**config.mk**
```make
export PLATFORM = sky130hd
export DESIGN_NAME = intel_hex_address_resolver_core
export DESIGN_NICKNAME = d
export VERILOG_FILES = /design/src/rtl/core/ihar_pkg.sv /design/src/rtl/core/intel_hex_address_resolver_core.sv
export SDC_FILE = /design/constraint.sdc
export NUM_CORES = 1
export LEC_CHECK = 0
export BUFFER_PORTS_ARGS = -buffer_cell sky130_fd_sc_hd__buf_2
export CAP_MARGIN = 20
export CORE_UTILIZATION = 55
export DETAILED_ROUTE_END_ITERATION = 10
export PLACE_DENSITY = 0.77
export RECOVER_POWER = 50
export SLEW_MARGIN = 20
export SYNTH_ARGS = -nofsm -noshare
export SYNTH_HDL_FRONTEND = slang
export SYNTH_SLANG_ARGS = --single-unit
```
**constraint.sdc**
```tcl
create_clock -name clk -period 7.1 [get_ports clk]
set_input_delay 1.42 -clock clk [delete_from_list [all_inputs] [get_ports clk]]
set_output_delay 1.42 -clock clk [all_outputs]
set_load 0.02 [all_outputs]
```
**src/rtl/core/ihar_pkg.sv**
```systemverilog
`timescale 1ns / 1ps
// ----------------------------------------------------------------------------
// ihar_pkg
// Shared types and codes of the hex address resolver: item kinds, address
// modes, result status codes, sequencer states and fill constants.
// ----------------------------------------------------------------------------
package ihar_pkg;

	typedef enum logic [2:0] {
		KIND_DATA      = 3'd0,
		KIND_EXT_SEG   = 3'd1,
		KIND_EXT_LIN   = 3'd2,
		KIND_START_SEG = 3'd3,
		KIND_START_LIN = 3'd4,
		KIND_EOF       = 3'd5,
		KIND_BEGIN     = 3'd6,
		KIND_RSVD      = 3'd7
	} kind_t;

	typedef enum logic [2:0] {
		MODE_8BIT    = 3'd0,
		MODE_16BIT   = 3'd1,
		MODE_32BIT   = 3'd2,
		MODE_ENDED   = 3'd3,
		MODE_ERR_END = 3'd4,
		MODE_ERR_LIN = 3'd5,
		MODE_ERR_SEG = 3'd6
	} addr_mode_t;

	typedef enum logic [1:0] {
		STAT_OK        = 2'd0,
		STAT_AFTER_END = 2'd1,
		STAT_LIN_IN_SEG = 2'd2,
		STAT_SEG_IN_LIN = 2'd3
	} status_t;

	typedef enum logic [2:0] {
		ST_IDLE,
		ST_EXEC,
		ST_PLAN,
		ST_FILL,
		ST_LAST
	} state_t;

	localparam logic [7:0] FILL_BYTE = 8'hFF;
	localparam logic [5:0] ALIGN_16  = 6'd16;
	localparam logic [5:0] ALIGN_32  = 6'd32;

endpackage

```
**src/rtl/core/intel_hex_address_resolver_core.sv**
```systemverilog
`timescale 1ns / 1ps
// ----------------------------------------------------------------------------
// intel_hex_address_resolver_core
// Resolves decoded hex record events into byte writes, with 0xFF gap and
// boundary fill, address mode tracking and sticky error status.
// Steps: a non-data item is accepted, then executed; a data byte is accepted,
// its address formed in execute, then planned and written, or planned, padded
// with 0xFF fill bytes and written in the last state, all on one shared address adder.
// Throughput: one item at a time; the input stalls until the item's last beat
// is loaded into the output register. Output stall holds the sequencer.
// Reset: 8-bit mode, base and highest address zero, nothing written, align 0.
// ----------------------------------------------------------------------------
module intel_hex_address_resolver_core
	import ihar_pkg::*;
#(
	parameter int MAX_ALIGN  = 32,
	parameter int ADDR_WIDTH = 32
) (
	input  logic        clk,
	input  logic        arst_n,
	input  logic        cfg_write_en,
	input  logic [5:0]  cfg_write_data,
	input  logic        in_valid,
	output logic        in_stall,
	input  logic [2:0]  kind,
	input  logic [15:0] record_offset,
	input  logic [7:0]  byte_index,
	input  logic [7:0]  data_value,
	input  logic [7:0]  addr_byte_hi,
	input  logic [7:0]  addr_byte_lo,
	output logic        out_valid,
	input  logic        out_stall,
	output logic        write_valid,
	output logic [31:0] mem_address,
	output logic [7:0]  mem_byte,
	output logic        last,
	output logic [1:0]  status,
	output logic [1:0]  mode_out,
	output logic        file_done
);

	localparam int CW = $clog2(MAX_ALIGN);
	localparam logic [6:0] MAX_ALIGN_W = 7'(MAX_ALIGN);
	localparam logic [ADDR_WIDTH-1:0] ALL_ONES = '1;

	// control state
	state_t     state_q, state_d;
	addr_mode_t mode_q, mode_d;
	logic [5:0] align_q;
	logic       any_q, any_d;
	logic [ADDR_WIDTH-1:0] base_q, base_d;
	logic [ADDR_WIDTH-1:0] high_q, high_d;

	// item registers
	kind_t      kind_q;
	logic [15:0] rel_q;
	logic [7:0] data_q;
	logic [7:0] hi_q;
	logic [7:0] lo_q;

	// sequencer work registers
	logic [ADDR_WIDTH-1:0] eff_q, eff_d;
	logic [ADDR_WIDTH-1:0] fa_q, fa_d;
	logic [CW-1:0]         cnt_q, cnt_d;
	logic                  gap_q, gap_d;

	// output register
	logic                  ovalid_q;
	logic                  owv_q, owv_d;
	logic [ADDR_WIDTH-1:0] oaddr_q, oaddr_d;
	logic [7:0]            obyte_q, obyte_d;
	logic                  olast_q, olast_d;
	status_t               ostat_q, ostat_d;
	logic [1:0]            omode_q, omode_d;
	logic                  odone_q, odone_d;
	logic                  emit;

	// shared address adder
	logic [ADDR_WIDTH-1:0] op_a, op_b, sum;
	logic                  cin;

	logic accept, out_free, fill_en;

	assign accept   = in_valid && !in_stall;
	assign out_free = !ovalid_q || !out_stall;
	assign fill_en  = any_q && (align_q == ALIGN_16 || align_q == ALIGN_32) &&
		({1'b0, align_q} <= MAX_ALIGN_W);
	assign sum = op_a + op_b + ADDR_WIDTH'(cin);

	always_comb begin
		state_d = state_q;
		mode_d  = mode_q;
		any_d   = any_q;
		base_d  = base_q;
		high_d  = high_q;
		eff_d   = eff_q;
		fa_d    = fa_q;
		cnt_d   = cnt_q;
		gap_d   = gap_q;
		op_a    = '0;
		op_b    = '0;
		cin     = 1'b0;
		emit    = 1'b0;
		owv_d   = 1'b0;
		oaddr_d = '0;
		obyte_d = '0;
		olast_d = 1'b1;
		ostat_d = STAT_OK;
		omode_d = '0;
		odone_d = 1'b0;
		case (state_q)
			ST_IDLE: begin
				if (accept) begin
					state_d = ST_EXEC;
				end
			end
			ST_EXEC: begin
				op_a = (mode_q == MODE_8BIT) ? '0 : base_q;
				op_b = ADDR_WIDTH'(rel_q);
				if (kind_q == KIND_DATA && mode_q != MODE_ENDED && mode_q != MODE_ERR_END &&
						mode_q != MODE_ERR_LIN && mode_q != MODE_ERR_SEG) begin
					eff_d   = sum;
					state_d = ST_PLAN;
				end else if (out_free) begin
					emit    = 1'b1;
					state_d = ST_IDLE;
					if (kind_q == KIND_BEGIN) begin
						mode_d = MODE_8BIT;
						base_d = '0;
						high_d = '0;
						any_d  = 1'b0;
					end else if (kind_q == KIND_RSVD) begin
						ostat_d = STAT_OK;
					end else if (mode_q == MODE_ERR_END) begin
						ostat_d = STAT_AFTER_END;
					end else if (mode_q == MODE_ERR_LIN) begin
						ostat_d = STAT_LIN_IN_SEG;
					end else if (mode_q == MODE_ERR_SEG) begin
						ostat_d = STAT_SEG_IN_LIN;
					end else if (mode_q == MODE_ENDED) begin
						mode_d  = MODE_ERR_END;
						ostat_d = STAT_AFTER_END;
					end else if (kind_q == KIND_EOF) begin
						omode_d = 2'(mode_q);
						odone_d = 1'b1;
						mode_d  = MODE_ENDED;
					end else if (kind_q == KIND_EXT_SEG || kind_q == KIND_START_SEG) begin
						if (mode_q == MODE_32BIT) begin
							mode_d  = MODE_ERR_SEG;
							ostat_d = STAT_SEG_IN_LIN;
						end else begin
							mode_d = MODE_16BIT;
							if (kind_q == KIND_EXT_SEG) begin
								base_d = ADDR_WIDTH'({hi_q, lo_q, 4'h0});
							end
						end
					end else begin
						// linear records
						if (mode_q == MODE_16BIT) begin
							mode_d  = MODE_ERR_LIN;
							ostat_d = STAT_LIN_IN_SEG;
						end else begin
							mode_d = MODE_32BIT;
							if (kind_q == KIND_EXT_LIN) begin
								base_d = ADDR_WIDTH'({hi_q, lo_q, 16'h0});
							end
						end
					end
				end
			end
			ST_PLAN: begin
				// gap above the highest written address
				op_a = eff_q;
				op_b = ~high_q;
				cin  = 1'b1;
				if (fill_en && sum < ADDR_WIDTH'(align_q) && sum > ADDR_WIDTH'(1)) begin
					cnt_d   = sum[CW-1:0] - CW'(1);
					gap_d   = 1'b1;
					state_d = ST_FILL;
				end else if (fill_en && !(sum < ADDR_WIDTH'(align_q)) &&
						(eff_q[5:0] & (align_q - 6'd1)) != 6'd0 && eff_q[1:0] != 2'd0) begin
					cnt_d   = CW'(eff_q[1:0]);
					fa_d    = eff_q;
					gap_d   = 1'b0;
					state_d = ST_FILL;
				end else if (out_free) begin
					emit    = 1'b1;
					owv_d   = 1'b1;
					oaddr_d = eff_q;
					obyte_d = data_q;
					any_d   = 1'b1;
					if (!any_q || eff_q > high_q) begin
						high_d = eff_q;
					end
					state_d = ST_IDLE;
				end
			end
			ST_FILL: begin
				op_a = gap_q ? high_q : fa_q;
				op_b = gap_q ? '0 : ALL_ONES;
				cin  = gap_q;
				if (out_free) begin
					emit    = 1'b1;
					owv_d   = 1'b1;
					oaddr_d = sum;
					obyte_d = FILL_BYTE;
					olast_d = 1'b0;
					if (gap_q) begin
						high_d = sum;
					end else begin
						fa_d = sum;
					end
					cnt_d = cnt_q - CW'(1);
					if (cnt_q == CW'(1)) begin
						state_d = ST_LAST;
					end
				end
			end
			ST_LAST: begin
				if (out_free) begin
					emit    = 1'b1;
					owv_d   = 1'b1;
					oaddr_d = eff_q;
					obyte_d = data_q;
					any_d   = 1'b1;
					if (!any_q || eff_q > high_q) begin
						high_d = eff_q;
					end
					state_d = ST_IDLE;
				end
			end
			default: begin
				state_d = ST_IDLE;
			end
		endcase
	end

	always_ff @(posedge clk or negedge arst_n) begin
		if (!arst_n) begin
			state_q  <= ST_IDLE;
			mode_q   <= MODE_8BIT;
			align_q  <= '0;
			any_q    <= 1'b0;
			base_q   <= '0;
			high_q   <= '0;
			ovalid_q <= 1'b0;
			cnt_q    <= '0;
			gap_q    <= 1'b0;
		end else begin
			state_q <= state_d;
			mode_q  <= mode_d;
			any_q   <= any_d;
			base_q  <= base_d;
			high_q  <= high_d;
			cnt_q   <= cnt_d;
			gap_q   <= gap_d;
			if (cfg_write_en) begin
				align_q <= cfg_write_data;
			end
			if (emit) begin
				ovalid_q <= 1'b1;
			end else if (!out_stall) begin
				ovalid_q <= 1'b0;
			end
		end
	end

	always_ff @(posedge clk) begin
		if (accept) begin
			kind_q <= kind_t'(kind);
			rel_q  <= record_offset + 16'(byte_index);
			data_q <= data_value;
			hi_q   <= addr_byte_hi;
			lo_q   <= addr_byte_lo;
		end
		eff_q <= eff_d;
		fa_q  <= fa_d;
		if (emit) begin
			owv_q   <= owv_d;
			oaddr_q <= oaddr_d;
			obyte_q <= obyte_d;
			olast_q <= olast_d;
			ostat_q <= ostat_d;
			omode_q <= omode_d;
			odone_q <= odone_d;
		end
	end

	assign in_stall    = state_q != ST_IDLE;
	assign out_valid   = ovalid_q;
	assign write_valid = owv_q;
	assign mem_address = 32'(oaddr_q);
	assign mem_byte    = obyte_q;
	assign last        = olast_q;
	assign status      = ostat_q;
	assign mode_out    = omode_q;
	assign file_done   = odone_q;

	// an accepted beat always starts the execute step
	a_accept_exec: assert property (@(posedge clk) disable iff (!arst_n)
		in_valid && !in_stall |=> state_q == ST_EXEC)
		else $error("accepted item did not enter execute");

	// fill loop never runs with an empty count
	a_fill_cnt: assert property (@(posedge clk) disable iff (!arst_n)
		state_q == ST_FILL |-> cnt_q != '0)
		else $error("fill state with zero count");

	// end of file and error results are single, non-writing beats
	a_done_single: assert property (@(posedge clk) disable iff (!arst_n)
		out_valid && (file_done || status != STAT_OK) |-> last && !write_valid)
		else $error("status or end-of-file beat malformed");

	// a non-last fill beat only shows while the fill sequence runs
	a_fill_not_last: assert property (@(posedge clk) disable iff (!arst_n)
		out_valid && write_valid && mem_byte == FILL_BYTE && !last |->
		state_q == ST_FILL || state_q == ST_LAST)
		else $error("fill beat outside fill sequence");

endmodule

```
== Word level (Yosys, flattened, before mapping) ==
Cells that the tools add are included.
Word-level totals
  logic and storage cells: 223
  input port bits: 62
  register bits: 238
Cells by class
  $add $sub $neg: 6
  muxes and demuxes: 92
  $lt $le $gt $ge: 4
  bitwise operators: 6
  reductions and logical operators: 46
  eq/ne operators: 45
Operators by type and width (count)
  two-way mux 32 bit: 32
  case mux 32 bit (3 select lines): 3
  case mux 32 bit (4 select lines): 1
  case mux 32 bit (2 select lines): 1
  two-way mux 3 bit: 17
  inequality test 2 bit (second input constant): 17
  adder 32 x 1 -> 32 bit: 1
  adder 32 bit: 1
  > comparator 32 x 1 -> 1 bit (second input constant): 1
  > comparator 32 bit: 1
  less-than comparator 32 x 6 -> 1 bit: 1
  two-way mux 8 bit: 4
  NOT 32 bit: 1
  case mux 8 bit (3 select lines): 1
  equality test 3 bit (second input constant): 7
  inequality test 3 bit (second input constant): 7
  equality test 3 x 2 -> 1 bit (second input constant): 6
  two-way mux 1 bit: 17
  adder 16 x 8 -> 16 bit: 1
  two-way mux 5 bit: 3
  case mux 3 bit (5 select lines): 1
  two-way mux 2 bit: 7
  AND reduction 13 bit: 1
  logical AND 1 bit: 12
  32 further kinds: 55

== Logic depth before layout (Yosys ltp) ==
  depth in word-level cells: 14
  depth in mapped cells: 25
  depth with buffers taken out: 21

== Least setup slack after synthesis ==
OpenSTA, ideal clock, no wires.
  path type: reg-to-reg
  from: register gap_q
  to: register odone_q (netlist: file_done), enable pin
  stages on the path, launching flop included: 20
  data arrival time: 6.534 ns
  buffers on the path: 2
  clock period less this slack: 7.001 ns
  path slack: 0.099 ns
  data required time: 6.633 ns
  cells stage by stage: dfrtp_1 clkbuf_1 clkbuf_1 mux2i_1 nand2_1 o211ai_1 fa_1 inv_1 fa_1 a211oi_1 o21ai_2 nor3b_1 a2111oi_0 a2111o_1 nor4_2 nor4b_4 a31oi_2 nor2_1 nand2_1 a21oi_1
On the way
  cells in the longest elaborated chain, start to end: 12
  elaborated cells between the ends (all ways): 18
Ends and longest elaborated chain
  start: declaration: line intel_hex_address_resolver_core.sv:65  | logic gap_q, gap_d;
  start signal: assignment: line intel_hex_address_resolver_core.sv:256  | gap_q <= gap_d;
  two-way mux 32 bit (on tied branches): line intel_hex_address_resolver_core.sv:199, intel_hex_address_resolver_core.sv:200
  case mux 32 bit (3 select lines): line intel_hex_address_resolver_core.sv:111  | case (state_q)
  adder 32 bit: line intel_hex_address_resolver_core.sv:88  | assign sum = op_a + op_b + ADDR_WIDTH'(cin);
  adder 32 x 1 -> 32 bit (*): line intel_hex_address_resolver_core.sv:88
  net sum[8]: line intel_hex_address_resolver_core.sv:79  | logic [ADDR_WIDTH-1:0] op_a, op_b, sum;
  less-than comparator 32 x 6 -> 1 bit: line intel_hex_address_resolver_core.sv:176, intel_hex_address_resolver_core.sv:180
  zero test 1 bit: line intel_hex_address_resolver_core.sv:180  | end else if (fill_en && !(sum < ADDR_WIDTH'(align_q)) &&
  logical AND 1 bit (2 in a row): line intel_hex_address_resolver_core.sv:180
  logical AND 1 bit: line intel_hex_address_resolver_core.sv:181  | (eff_q[5:0] & (align_q - 6'd1)) != 6'd0 && eff_q[1:0] != 2'd0) begin
  two-way mux 1 bit: line intel_hex_address_resolver_core.sv:180
  two-way mux 1 bit (*): line intel_hex_address_resolver_core.sv:176  | if (fill_en && sum < ADDR_WIDTH'(align_q) && sum > ADDR_WIDTH'(1)) begin
  case mux 1 bit (3 select lines) (*): line intel_hex_address_resolver_core.sv:111
  net emit: line intel_hex_address_resolver_core.sv:76  | logic emit;
  end signal: assignment: line intel_hex_address_resolver_core.sv:285  | odone_q <= odone_d;
  end: declaration: line intel_hex_address_resolver_core.sv:75  | logic odone_q, odone_d;
Mark *: on every way through the listed nets, which the timed path passes. The rest lies on a longest branch.
A chain may end at the register's enable or synchronous reset.

== Final worst setup path ==
  from: register state_q[2]
  to: register oaddr_q[19] (netlist: mem_address[19]), enable pin
On the way
  cells in the longest elaborated chain, start to end: 12
  elaborated cells between the ends (all ways): 21
Ends and longest elaborated chain
  start: declaration: line intel_hex_address_resolver_core.sv:47  | state_t state_q, state_d;
  start signal: assignment: line intel_hex_address_resolver_core.sv:250  | state_q <= state_d;
  equality test 3 x 2 -> 1 bit or equality test 3 x 1 -> 1 bit (tied branches): line intel_hex_address_resolver_core.sv:111
  case mux 32 bit (3 select lines): line intel_hex_address_resolver_core.sv:111
  adder 32 bit: line intel_hex_address_resolver_core.sv:88
  adder 32 x 1 -> 32 bit (*): line intel_hex_address_resolver_core.sv:88
  net sum[26]: line intel_hex_address_resolver_core.sv:79
  less-than comparator 32 x 6 -> 1 bit: line intel_hex_address_resolver_core.sv:176, intel_hex_address_resolver_core.sv:180
  zero test 1 bit: line intel_hex_address_resolver_core.sv:180
  logical AND 1 bit (2 in a row): line intel_hex_address_resolver_core.sv:180
  logical AND 1 bit: line intel_hex_address_resolver_core.sv:181
  two-way mux 1 bit: line intel_hex_address_resolver_core.sv:180
  two-way mux 1 bit (*): line intel_hex_address_resolver_core.sv:176
  case mux 1 bit (3 select lines) (*): line intel_hex_address_resolver_core.sv:111
  net emit: line intel_hex_address_resolver_core.sv:76
  end signal: assignment: line intel_hex_address_resolver_core.sv:280  | oaddr_q <= oaddr_d;
  end: declaration: line intel_hex_address_resolver_core.sv:70  | logic [ADDR_WIDTH-1:0] oaddr_q, oaddr_d;
Marked as above.

==> reports/qor.csv <==
stage,metric,value,unit
grt,grt_pass1_wl,66.43,mm
die,design.die.area,26810,sq um
drt,drt_first_pass_iters,5,
cts,clkTransAtPathRegs,0.06,ns
timing,drv_slew,197,
placed_design,placed_cells,1923,
final_layout,layout_common_cells,"295 x nand2_1, 154 x edfxtp_1, 115 x a21oi_1, 92 x nor2_1, 91 x o21ai_0",
timing,rsz0062_at_grt,no,
grt,grt_max_degree,58,
die,ios,111,
die,fp.dieW,163.7,um
synth,yosys.area_share.simple,16.87,%
die,row_count,58,
cts,htree_levels,1,
drt,via_count,12620,
drt,detail-route-antenna-nets,0,
final_layout,utilization,63.38,%
cts,insertion_delay,0.55,ns
synth,synth_xor_area_share,2.435,%
synth,synthMuxAreaShare,3.575,%
cts,clock-sinks,234,
final_layout,nets,1768,
grt,grt_use_total,32.19,%
synth,synth_top_family_by_area,compound AO/OA/AOI/OAI gates,
worst_setup_path,crit_path_frequent_cell,nand2_1,
die,start_util,56.64,%
pwr,irDropWorstVdd,0.2281,mV
final_layout,synthToLayoutAreaGrowth,11.92,%
pwr,p_leak,6.689,nW
pwr,powerDensity,419.3,nW/um^2
worst_setup_path,crit_family,compound AO/OA/AOI/OAI gates,
synth,synthCells,1533,
synth,ys_types,82,
synth,synth_fp_nets,1678,
drt,drt-initial-drc-count,1702,
synth,synth-edff-count,154,
cts,cts-buffers-inserted,28,
outcome,status,"finished, violations left",
timing,hold_violations,0,
synth,syn_area,14390,sq um
cts,cts-root-buf,clkbuf_16,
synth,synth-async-reset-ratio,34.19,%
worst_setup_path,critPathKind,flip-flop to flip-flop,
drt,finalWirelength,42.73,mm
placed_design,port_buffers,110,
worst_setup_path,cp_num_buf_inv,4,
synth,synth_compound_area_share,19.61,%
final_layout,drive_gt1_share,9.483,%
worst_setup_path,arrival,6.35,ns
timing,max_freq,163.5,MHz
drt,avgRoutedWirePerCell,21.64,um
run,drv_cap,5,
outcome,failed_checks,"max-capacitance violations, max-slew violations",
worst_setup_path,critPathLaunchType,flip-flop,
timing,worst_pin_slew,3.493,ns
worst_setup_path,critical-path-slowest-cell,a211oi_1,
final_layout,insertedDiodeCount,0,
placed_design,post-dp-hpwl,30.64,mm
timing,setup_viol,0,
pwr,total_power,0.006750,W
worst_setup_path,worst_setup_path_end_kind,flip-flop,
die,die_h,163.7,um
timing,fin_skew,0.01600,ns
timing,finalSetupTns,0,ns
worst_setup_path,slowest_delay,0.59,ns
cts,cts_resized,0,
die,core,25400,sq um
synth,synth-seq-area-share,46.06,%
timing,post-route-period-util,86.17,%
worst_setup_path,critPathRequiredTime,7.33,ns
synth,synth_area_per_cell,9.384,sq um
cts,cts_tree,yes,
cts,hold_buffers,0,
synth,synth_ff_type,edfxtp_1,
grt,antenna_found_initial,1,
placed_design,place_congestion,0.9901,
synth,synthAdderAreaFrac,7.376,%
synth,ys_ff_latch,234,
final_layout,final_common_cell,nand2_1,
drt,drc,0,
cts,cts_setup_buffers,0,
grt,grt_pass1_vias,11890,
cts,clockBufferDepth,3,
drt,via_per_inst,6.390,
worst_setup_path,cp_max_fo,36,
timing,post-route-min-period,6.118,ns
timing,maxSlewHeadroom,-132.9,%
grt,gr-total-overflow,0,
synth,yosysWarnings,0,
final_layout,final_cells,1975,
worst_setup_path,path_cells,inv_1 > nand2_1 > or3_1 > buf_4 > o21ai_0 > a21oi_1 > fa_1 > inv_1 > fa_1 > a211oi_1 > o21ai_2 > nand2_1 > a31oi_1 > o311a_1 > a31o_2 > a2111oi_4 > a31oi_2 > nor2_1 > nand2_1 > a21oi_4 > buf_12,
worst_hold_path,hold_class,flip-flop to flip-flop,
==> worst register-to-register path, cell delays in order (launching register included) <==
cell       delay [ns]
dfrtp_1          0.44
inv_1            0.13
nand2_1          0.10
or3_1            0.12
buf_4            0.21
o21ai_0          0.10
a21oi_1          0.21
fa_1             0.23
inv_1            0.06
fa_1             0.43
a211oi_1         0.59
o21ai_2          0.17
nand2_1          0.22
a31oi_1          0.24
o311a_1          0.46
a31o_2           0.27
a2111oi_4        0.30
a31oi_2          0.29
nor2_1           0.26
nand2_1          0.16
a21oi_4          0.50
buf_12           0.29
==> routing by layer <==
metal | vias to the layer above | GRT usage [%] | share of wire (%)
met3 | 102 | 5.455 | 12
met5 | - | 0 | 0.033
li1 | 5766 | - | -
met1 | 5955 | 46.28 | 42
met4 | 2 | 9.975 | 3.0
met2 | 795 | 49.63 | 44
==> power breakdown <==
part,internal [W],switching (W)
sequential,0.00197,0.000309
clock,0.000781,0.000570
combinational,0.00103,0.00208
total,0.00379,0.00296
==> metrics by stage <==
stage | instance area, sq um | setup WS, ns | hold slack, ns
after floorplan | 14390 | 0.09891 | 0.4316
after global placement | 15310 | 1.372 | 0.4531
after detailed placement | 15310 | 1.178 | 0.4643
after CTS | 16190 | 1.117 | 0.4778
after global routing | 16100 | 0.7123 | 0.5094
final | 16100 | 0.9822 | 0.4747
==> flip-flops by register name (all words and copies together) (netlist names), 2 cells and up <==
| register | cells |
|---|---|
| mode_out | 2 |
| fa_q | 32 |
| kind_q | 3 |
| rel_q | 16 |
| mode_q | 3 |
| cnt_q | 5 |
| mem_address | 32 |
| eff_q | 32 |
| align_q | 6 |
| lo_q | 8 |
| base_q | 28 |
| mem_byte | 8 |
| data_q | 8 |
| state_q | 3 |
| hi_q | 8 |
| status | 2 |
| high_q | 32 |
==> final cells by class <==
class	instances	area, sq um
Fill cell	2142	9300
Sequential cell	234	6628
Timing Repair Buffer	143	730.7
Clock buffer	39	793.3
Multi-Input combinational cell	1152	7216
Tap cell	330	412.9
Inverter	64	240.2
Clock inverter	13	78.83
==> kinds of logic after synthesis <==
family	after synthesis
AND/OR/NAND/NOR	543
AO/OA/AOI/OAI	435
flip-flops	234
buffers and inverters	147
adder cells (fa/ha/maj)	83
multiplexers	51
XOR/XNOR	40
==> path summary, 6_finish.rpt <==
path	start	endpoint	slack [ns]	depth (start not counted)
setup / recovery	state_q[2]$_DFFE_PN0P_	mem_address[19]$_DFFE_PP_	0.98	21
hold / removal	base_q[23]$_DFFE_PN0P_	base_q[23]$_DFFE_PN0P_	0.47	2
setup reg to reg	state_q[2]$_DFFE_PN0P_	mem_address[19]$_DFFE_PP_	0.98	21
hold reg to reg	base_q[23]$_DFFE_PN0P_	base_q[23]$_DFFE_PN0P_	0.47	2
max in group asynchronous	arst_n	gap_q$_DFFE_PN0P_	1.48	2
min in group asynchronous	arst_n	align_q[1]$_DFFE_PN0P_	1.32	1
==> synthesized netlist by cell type, types with 9 or more instances <==
master | n | area (sq um)
a31oi_1 | 14 | 87.58
edfxtp_1 | 154 | 4624
nand3_1 | 39 | 195.2
nor3_1 | 16 | 80.08
a22o_1 | 13 | 113.9
a41oi_1 | 19 | 166.4
and3_1 | 10 | 62.56
nand4_1 | 17 | 106.4
a211oi_1 | 10 | 75.07
mux2i_1 | 48 | 480.5
nand2b_1 | 12 | 75.07
a21oi_1 | 117 | 585.6
a21o_1 | 35 | 262.8
o21ai_0 | 91 | 455.4
buf_2 | 9 | 45.04
nor2b_1 | 10 | 62.56
nand2_1 | 295 | 1107
o211ai_1 | 25 | 187.7
xor2_1 | 15 | 131.4
and2_1 | 12 | 75.07
nor2_1 | 94 | 352.8
clkbuf_1 | 66 | 247.7
o21bai_1 | 9 | 67.56
o21ai_1 | 25 | 125.1
dfrtp_1 | 80 | 2002
ha_1 | 80 | 1001
inv_1 | 64 | 240.2
xnor2_1 | 25 | 219.0
a22oi_1 | 10 | 75.07
Power figures use the tool's default switching activity.
